===== src/hdl/awvn_pkg.sv =====
package awvn_pkg;

    // Field widths of the item and result ports.
    localparam int IDX_W  = 12;
    localparam int POS_W  = 32;
    localparam int NRM_W  = 18;
    localparam int AREA_W = 48;

    // Internal datapath widths.
    localparam int CRS_W  = 49;   // cross product component, signed Q32.16
    localparam int MUL_W  = 33;   // shared multiplier operand, signed
    localparam int PROD_W = 66;   // shared multiplier product, signed
    localparam int NUM_W  = 51;   // blend numerator, signed
    localparam int DVD_W  = 50;   // divider dividend magnitude
    localparam int DEN_W  = 33;   // divider divisor
    localparam int QUO_W  = 18;   // divider quotient, never above one in Q1.16
    localparam int TOT_W  = 49;   // old area plus face area
    localparam int SQ_W   = 64;   // square root radicand
    localparam int ROOT_W = 32;   // square root result

    localparam logic [QUO_W-1:0]  NORM_ONE = 18'd65536;
    localparam logic [AREA_W-1:0] AREA_MAX = '1;

    // Operation codes on the item port.
    typedef enum logic [1:0] {
        OP_WRITE    = 2'd0,
        OP_TRIANGLE = 2'd1,
        OP_READ     = 2'd2,
        OP_NONE     = 2'd3
    } t_op;

    // Work kinds after the front end has checked the indices.
    typedef enum logic [1:0] {
        K_WRITE,
        K_TRI,
        K_READ,
        K_READ_ZERO
    } t_kind;

    typedef struct packed {
        t_kind                    kind;
        logic [IDX_W-1:0]         index_a;
        logic [IDX_W-1:0]         index_b;
        logic [IDX_W-1:0]         index_c;
        logic signed [POS_W-1:0]  coord_x;
        logic signed [POS_W-1:0]  coord_y;
        logic signed [POS_W-1:0]  coord_z;
    } t_cmd;

endpackage


===== src/hdl/awvn_front.sv =====
module awvn_front #(
    parameter int MAX_VERTICES = 4096
) (
    input  logic                               i_clk,
    input  logic                               i_rst_n,
    input  logic                               push,
    output logic                               full,
    input  logic [1:0]                         i_operation,
    input  logic [awvn_pkg::IDX_W-1:0]         i_index_a,
    input  logic [awvn_pkg::IDX_W-1:0]         i_index_b,
    input  logic [awvn_pkg::IDX_W-1:0]         i_index_c,
    input  logic signed [awvn_pkg::POS_W-1:0]  i_coord_x,
    input  logic signed [awvn_pkg::POS_W-1:0]  i_coord_y,
    input  logic signed [awvn_pkg::POS_W-1:0]  i_coord_z,
    input  logic                               i_clearing,
    input  logic                               i_take,
    output awvn_pkg::t_cmd                     o_cmd,
    output logic                               o_cmd_valid
);
    import awvn_pkg::*;

    localparam int QD = 4;
    localparam int QA = $clog2(QD);

    t_cmd            r_q [QD];
    logic [QA-1:0]   r_wp;
    logic [QA-1:0]   r_rp;
    logic [QA:0]     r_cnt;
    logic            ok_a;
    logic            ok_b;
    logic            ok_c;
    logic            keep;
    t_kind           kind;
    logic            enq;
    logic            deq;
    t_cmd            cmd_in;

    // Range check of the indices against the table depth.
    assign ok_a = (32'(i_index_a) < 32'(MAX_VERTICES));
    assign ok_b = (32'(i_index_b) < 32'(MAX_VERTICES));
    assign ok_c = (32'(i_index_c) < 32'(MAX_VERTICES));

    // Classify the item; items with no effect are accepted and dropped.
    always_comb begin
        keep = 1'b0;
        kind = K_WRITE;
        case (t_op'(i_operation))
            OP_WRITE: begin
                keep = ok_a;
                kind = K_WRITE;
            end
            OP_TRIANGLE: begin
                keep = ok_a && ok_b && ok_c;
                kind = K_TRI;
            end
            OP_READ: begin
                keep = 1'b1;
                kind = ok_a ? K_READ : K_READ_ZERO;
            end
            OP_NONE: begin
                keep = 1'b0;
            end
            default: begin
                keep = 1'b0;
            end
        endcase
    end

    always_comb begin
        cmd_in.kind    = kind;
        cmd_in.index_a = i_index_a;
        cmd_in.index_b = i_index_b;
        cmd_in.index_c = i_index_c;
        cmd_in.coord_x = i_coord_x;
        cmd_in.coord_y = i_coord_y;
        cmd_in.coord_z = i_coord_z;
    end

    assign full        = (r_cnt == (QA+1)'(QD)) || i_clearing;
    assign enq         = push && !full && keep;
    assign deq         = i_take && o_cmd_valid;
    assign o_cmd_valid = (r_cnt != '0);
    assign o_cmd       = r_q[r_rp];

    // Queue pointers and fill count.
    always_ff @(posedge i_clk) begin
        if (!i_rst_n) begin
            r_wp  <= '0;
            r_rp  <= '0;
            r_cnt <= '0;
        end else begin
            if (enq) begin
                r_wp <= r_wp + 1'b1;
            end
            if (deq) begin
                r_rp <= r_rp + 1'b1;
            end
            if (enq && !deq) begin
                r_cnt <= r_cnt + 1'b1;
            end else if (!enq && deq) begin
                r_cnt <= r_cnt - 1'b1;
            end
        end
    end

    // Queue storage.
    always_ff @(posedge i_clk) begin
        if (enq) begin
            r_q[r_wp] <= cmd_in;
        end
    end

endmodule


===== config.mk =====
export PLATFORM = sky130hd
export DESIGN_NAME = awvn_front
export DESIGN_NICKNAME = d
export VERILOG_FILES = /design/src/hdl/awvn_pkg.sv /design/src/hdl/awvn_front.sv
export SDC_FILE = /design/constraint.sdc
export NUM_CORES = 1
export LEC_CHECK = 0
export BUFFER_PORTS_ARGS = -buffer_cell sky130_fd_sc_hd__buf_2
export CORE_MARGIN = 2
export CORE_UTILIZATION = 45
export CTS_CLUSTER_DIAMETER = 200
export CTS_CLUSTER_SIZE = 20
export DETAILED_ROUTE_END_ITERATION = 16
export HOLD_SLACK_MARGIN = 0.08
export PLACE_DENSITY = 0.75
export SLEW_MARGIN = 20
export SYNTH_ARGS = -nofsm -noshare
export SYNTH_HDL_FRONTEND = slang
export SYNTH_SLANG_ARGS = --single-unit
export TNS_END_PERCENT = 10

===== constraint.sdc =====
create_clock -name i_clk -period 4.4 [get_ports i_clk]
set_input_delay 0.22 -clock i_clk [delete_from_list [all_inputs] [get_ports i_clk]]
set_output_delay 0.22 -clock i_clk [all_outputs]
set_load 0.03 [all_outputs]

==> parameters.txt, run 1 <==
Parameter                              Value

Clock network
  CTS tree    yes
  Insertion delay to the later sink of the worst-skew pair    about 600 ps
  Number of clock sinks seen by CTS    545
  Maximum buffer depth of the clock tree    3
  Clock H-tree levels    1
  Number of buffers inserted during clock tree synthesis    31
  Reg clk slew, reported paths    80 ps
  Post-CTS setup buffer count    0
  Root buffer cell    clkbuf_16

Power
  Overall Power    roughly 11 mW
  Cell area power density    467 nW/um^2
  Switch share    0.277
  Proportion of power drawn by the clock network    0.258
  Reg power frac    0.528
  Switching Power    3.13 mW
  Leakage component of the power    7.94 nW
  Fraction of power consumed by combinational cells    0.214
  Maximum vdd drop    0.420 mV
  Int Power    8.19 mW

Routing
  Via count of the routed design    9290
  Total length of routed wires    around 38 mm
  Routed wire per std cell    roughly 21 microns
  First-pass iteration count of the detailed router    5
  Number of DRC markers in iteration 0    between 600 and 700
  DRT antenna net count    0
  DRC errors left    0
  Drt via density    5.18

Layout
  Sequential Area    16300 sq um
  Layout Utilization    0.560
  Total non-filler cell area in the finished layout    24200 sq um
  Count of nets after finishing    1323
  Share of layout cells above drive strength 1    0.383
  Number of fill cells in the layout    3161
  Multi-input gate area    3340 sq um
  Final Instance Count excl. Fillers    1792
  Synth-to-Final Area Change    22.2%

Placement
  Placed cells    1591
  Routability-driven placement congestion ratio    0.713
  Detailed placement HPWL    between 20 and 25 mm
  Post-DP Area    21900 sq um
  I/O Buffers    roughly 270
  Worst slack, placed    1710 ps

Global routing
  GRT Residual Overflow    0
  Number of antenna violations at the first check in global routing    5
  Maximum number of pins on one net before global-route repair    135
  Total routing usage reported by global routing    0.165
  Number of global-route vias before repair    between 9000 and 10000
  Wire length of the first global-routing pass    57.1 mm

STA
  Final hold slack    184 ps
  Sum of negative setup slack    0 ps
  Ratio of final minimum period to clock period    0.644
  RSZ-0062 raised after global routing    false
  Achievable Freq    353 MHz
  Final setup violation count    0
  Max_slew headroom    0.332
  Final Worst Setup Slack    1570 ps
  Clock skew after layout    35.7 ps
  Slew at the pin closest to its max-slew limit    around 1000 ps
  Number of hold violations in the final report    0
  Time the worst path needs with I/O delays and setup    2830 ps
  Final number of max-transition violations    0

Synthesis
  Leading cell types by count after synthesis    edfxtp_1 (536), mux4_2 (134), buf_2 (15)
  Top-count cell post-synth    edfxtp_1
  Synthesized area per cell    26.4 sq um
  Post-synth top area share    0.812
  Number of flip-flops and latches in the synthesized netlist    545
  Yosys warning count    0
  Proportion of synthesized chip area in sequential cells    0.821
  Area leader, netlist    edfxtp_1
  Number of enable-type register cells in the synthesized netlist    between 500 and 600
  Leading post-synthesis cells by cell area    edfxtp_1 (81%), mux4_2 (15%), dfxtp_1 (0.91%)
  Flip-flop cell with the highest count after synthesis    edfxtp_1
  Number of standard cells after synthesis    751
  Post-synth ARST share    0
  Syn_nets    around 900
  Number of distinct library cell variants in the gate-level netlist after synthesis    24
  Summed instance area of the synthesized netlist    19800 sq um

Setup path
  Crit start category    flop
  Data arrival time of the critical path    2610 ps
  Category of the most critical setup path    reg2out
  Slowest library cell on the worst path    dfxtp_4
  Crit. End Element    primary output
  Critical-path maximum fanout    41
  Largest incremental delay on the critical path    760 ps
  Cell family contributing the most delay on the critical path    buffers and inverters
  Sequence of cells on the critical path    buf_4 -> mux4_2 -> buf_2
  Crit path buffers/inverters    2
  Required @ worst endpoint    about 4200 ps
  Internal reg-to-reg setup slack    around 1800 ps

Floorplanning
  Standard-cell row count    76
  Number of primary I/O pins    275
  CORE AREA    roughly 43000 sq um
  DIE WIDTH    214 microns
  Effective utilization at floorplan    0.458
  Height of the die    214 microns
  Die Area    approximately 46000 sq um

Worst hold path
  Hold crit path type    in2reg

Status
  Outcome    finished, final reports clean

Run
  Number of violations of the max-capacitance limit    0
cells in the final DEF (no fill, tap or decap), types with 2 or more instances in the layout:
master         netlist  final
edfxtp_1           536    536
buf_2               15    274
dlygate4sd3_1        0    139
mux4_2             134    134
clkbuf_16            0     31
clkbuf_1             8     25
buf_12               0      7
dfxtp_1              9      7
ha_1                 5      5
buf_4                0      5
diode_2              0      4
and2_4               0      4
and2_1               8      4
nand2_1              4      4
inv_1                3      3
nor2b_1              3      3
xnor2_1              3      3
mux2i_1              3      3
or3_1                2      2
dfxtp_4              0      2
state kept, by name (all words and copies together) (netlist names), named ones only:
name / count
r_q: 536
r_cnt: 3
r_wp: 2
r_rp: 2
cells by family after synthesis:
kind of cell / count (synthesis) / share of synthesized area
adders and majority gates: 6 / 0.00417
DFF: 545 / 0.821
AOI/OAI and AO/OA: 7 / 0.00335
muxes: 137 / 0.154
xor gates and xnor gates: 4 / 0.00177
buffers and inverters: 34 / 0.0104
and+or+nand+nor: 18 / 0.00505
power groups by stage:
stage               clock network (mW)  logic [mW]  registers, mW
global route                      3.16        2.58           6.00
floorplan                            0        1.76           6.04
CTS                               3.01        2.46           5.98
detailed placement                   0        2.36           6.10
finish                            2.92        2.43           5.98
global placement                     0        2.34           6.09
final timing paths:
path                    startpoint                   end  depth (start not counted)
max                           flop             o_cmd[86]                          3
min                           push  r_wp[0]$_SDFFE_PN0P_                          4
max reg2reg  r_cnt[0]$_SDFFE_PN0P_  r_q[3][68]$_DFFE_PP_                          4
min reg2reg   r_wp[0]$_SDFFE_PN0P_  r_wp[0]$_SDFFE_PN0P_                          2
cell type report:
| class | count | area share |
|---|---|---|
| Sequential cell | 545 | 0.672 |
| Clock inverter | 2 | 0.00103 |
| Antenna cell | 4 | 0.000413 |
| Clock buffer | 56 | 0.0359 |
| Multi-Input combinational cell | 172 | 0.138 |
| Tap cell | 585 | 0.0302 |
| Timing Repair Buffer | 425 | 0.121 |
| Inverter | 3 | 0.000465 |
worst reg2reg max path: stages, from the launching register on:
cell	delay (ps)
dfxtp_1	460
nor2_1	130
a211oi_4	480
and2_4	760
buf_4	470
per-layer routing:
layer / global-route usage / up-vias / share of wire
met5: 0.00108 / - / 0.00072
met4: 0.0295 / 4 / 0.015
met3: 0.0410 / 38 / 0.074
met2: 0.274 / 308 / 0.49
met1: 0.227 / 4847 / 0.42
li1: - / 4093 / -
repair_timing:
| action | CTS | global route |
|---|---|---|
| gates resized for setup | 0 | 0 |
| hold endpoints to repair | 545 | 0 |
| hold buffers | 139 | 0 |
(Power assumes the default switching activity.)
==> run 2: changes to the inputs <==
- clock period: 4.4 -> 2.3 ns (I/O delays scaled with it)
==> parameters.txt, run 2 (synthesis results as in run 1) <==
Parameter                              Value

STA
  RSZ-0062 raised after global routing    true
  Final hold slack    200 ps (+15.5 ps)
  Slew at the pin closest to its max-slew limit    422 ps (-580 ps)
  Max_slew headroom    0.715 (+0.383)
  Final number of max-transition violations    0 (unchanged)
  Number of hold violations in the final report    0 (unchanged)
  Final Worst Setup Slack    2.49 ps (-1560 ps)
  Sum of negative setup slack    0 ps (unchanged)
  Clock skew after layout    21.9 ps (-13.8 ps)
  Achievable Freq    435 MHz
  Ratio of final minimum period to clock period    0.999
  Time the worst path needs with I/O delays and setup    2300 ps
  Final setup violation count    0 (unchanged)

Setup path
  Category of the most critical setup path    reg2out
  Required @ worst endpoint    2180 ps (-2000 ps)
  Critical-path maximum fanout    39 (-4.9%)
  Crit start category    flop
  Crit. End Element    primary output
  Data arrival time of the critical path    2180 ps (-430 ps)

Layout
  Final Instance Count excl. Fillers    1801 (+0.50%)
  Register ranked first by flip-flop count    r_q
  Count of nets after finishing    1347 (+1.8%)
  Sequential Area    16300 sq um (about the same)
  Most common library cell in the layout ignoring fill and taps    edfxtp_1
  Number of flip-flops under the largest register name    536 (unchanged)
  Commonest cells after routing, fill and taps aside    edfxtp_1 (536), buf_2 (219), dlygate4sd3_1 (139), mux4_2 (134), buf_6 (56)
  Multi-input gate area    3350 sq um (+0.15%)
  Layout Utilization    0.577 (+0.0172)
  Total non-filler cell area in the finished layout    25000 sq um (+3.1%)
  Number of fill cells in the layout    3041 (-3.8%)
  Synth-to-Final Area Change    26.0%
  Biggest regs    r_q x536, r_cnt x3
  Share of layout cells above drive strength 1    0.402 (+0.0184)

Power
  Maximum vdd drop    0.789 mV (+88%)
  Reg power frac    0.513 (-0.015)
  Cell area power density    889 nW/um^2 (+90%)
  Switching Power    6.08 mW (+94%)
  Leakage component of the power    8.24 nW (+3.8%)
  Overall Power    22.2 mW (+96%)
  Fraction of power consumed by combinational cells    0.243 (+0.029)
  Switch share    0.274 (-0.00252)
  Int Power    16.1 mW (+97%)
  Proportion of power drawn by the clock network    0.244 (-0.014)

Status
  Outcome    finished, final reports clean

Routing
  DRC errors left    0 (unchanged)
  Via count of the routed design    9424 (+1.4%)
  Total length of routed wires    39.5 mm (+4.8%)
  Routed wire per std cell    21.9 microns (+4.3%)
  First-pass iteration count of the detailed router    6 (+1)
  Number of DRC markers in iteration 0    518 (-25%)
  DRT antenna net count    0 (unchanged)
  Drt via density    5.23 (+0.94%)

Floorplanning
  Height of the die    214 microns (unchanged)
  DIE WIDTH    214 microns (unchanged)
  Standard-cell row count    76 (unchanged)
  CORE AREA    43300 sq um (unchanged)
  Die Area    45700 sq um (unchanged)
  Number of primary I/O pins    275 (unchanged)
  Effective utilization at floorplan    0.458 (unchanged)

Clock network
  Root buffer cell    clkbuf_16
  Maximum buffer depth of the clock tree    3 (unchanged)
  Number of buffers inserted during clock tree synthesis    31 (unchanged)
  CTS tree    yes
  Reg clk slew, reported paths    80 ps (about the same)
  Number of clock sinks seen by CTS    545 (unchanged)
  Insertion delay to the later sink of the worst-skew pair    600 ps (about the same)
  Clock H-tree levels    1 (unchanged)

Placement
  Post-DP Area    22300 sq um (+1.7%)
  Detailed placement HPWL    23.5 mm (+11%)
  I/O Buffers    274 (unchanged)
  Worst slack, placed    117 ps (-1600 ps)
  Placed cells    1613 (+1.4%)
  Routability-driven placement congestion ratio    0.710 (-0.34%)

Global routing
  Number of antenna violations at the first check in global routing    3 (-2)
  GRT Residual Overflow    0 (unchanged)
  Maximum number of pins on one net before global-route repair    56 (-59%)
  Total routing usage reported by global routing    0.173 (+0.00792)
  Number of global-route vias before repair    10200 (+2.8%)
  Wire length of the first global-routing pass    59.1 mm (+3.4%)

Run
  Number of violations of the max-capacitance limit    0 (unchanged)

Worst hold path
  Hold crit path type    in2reg
[run 2: power by group through the flow]
stage / logic [mW] / registers [mW] / clock network [mW]
after floorplan: 3.38 / 11.5 / 0
after global placement: 4.70 / 11.6 / 0
after detailed placement: 4.76 / 11.6 / 0
after CTS: 5.44 / 11.4 / 5.58
after global routing: 5.71 / 11.4 / 5.93
final: 5.39 / 11.4 / 5.43
[run 2: layer usage]
layer / track usage / vias to the layer above / routed length [microns]
met4: 0.0429 / 4 / 803
li1: - / 4120 / -
met1: 0.217 / 4976 / 15600
met5: 0 / - / 23
met3: 0.0423 / 59 / 2870
met2: 0.304 / 265 / 20300
[run 2: layout make-up]
cell class,instances,share of cell area
multi-input cells,172,0.134
clock inverters,2,0.00100
diodes,1,0.000100
well taps,585,0.0293
clock buffers,44,0.0330
flip-flops and latches,545,0.652
inverters,3,0.000451
repair buffers,449,0.149
[run 2: what timing repair did]
action	in CTS	in global routing
resized for setup	105	14
hold buffers	139	0
buffers inserted	1	0
hold endpoints to repair	545	0
cloned	1	0
setup endpoints to repair	80	98
[run 2: worst max-delay path: stages (launching register included)]
cell and delay [ps]:
dfxtp_4 490, buf_16 320, mux4_2 580, buf_6 160
[run 2: worst paths after layout]
check,slack (ps),depth (start not counted),start,end
max,2,3,flop,o_cmd[58]
min,200,5,push,r_wp[0]$_SDFFE_PN0P_
min reg2reg,510,2,r_wp[0]$_SDFFE_PN0P_,r_wp[0]$_SDFFE_PN0P_
max reg2reg,130,8,r_cnt[0]$_SDFFE_PN0P_,r_cnt[2]$_SDFFE_PN0P_
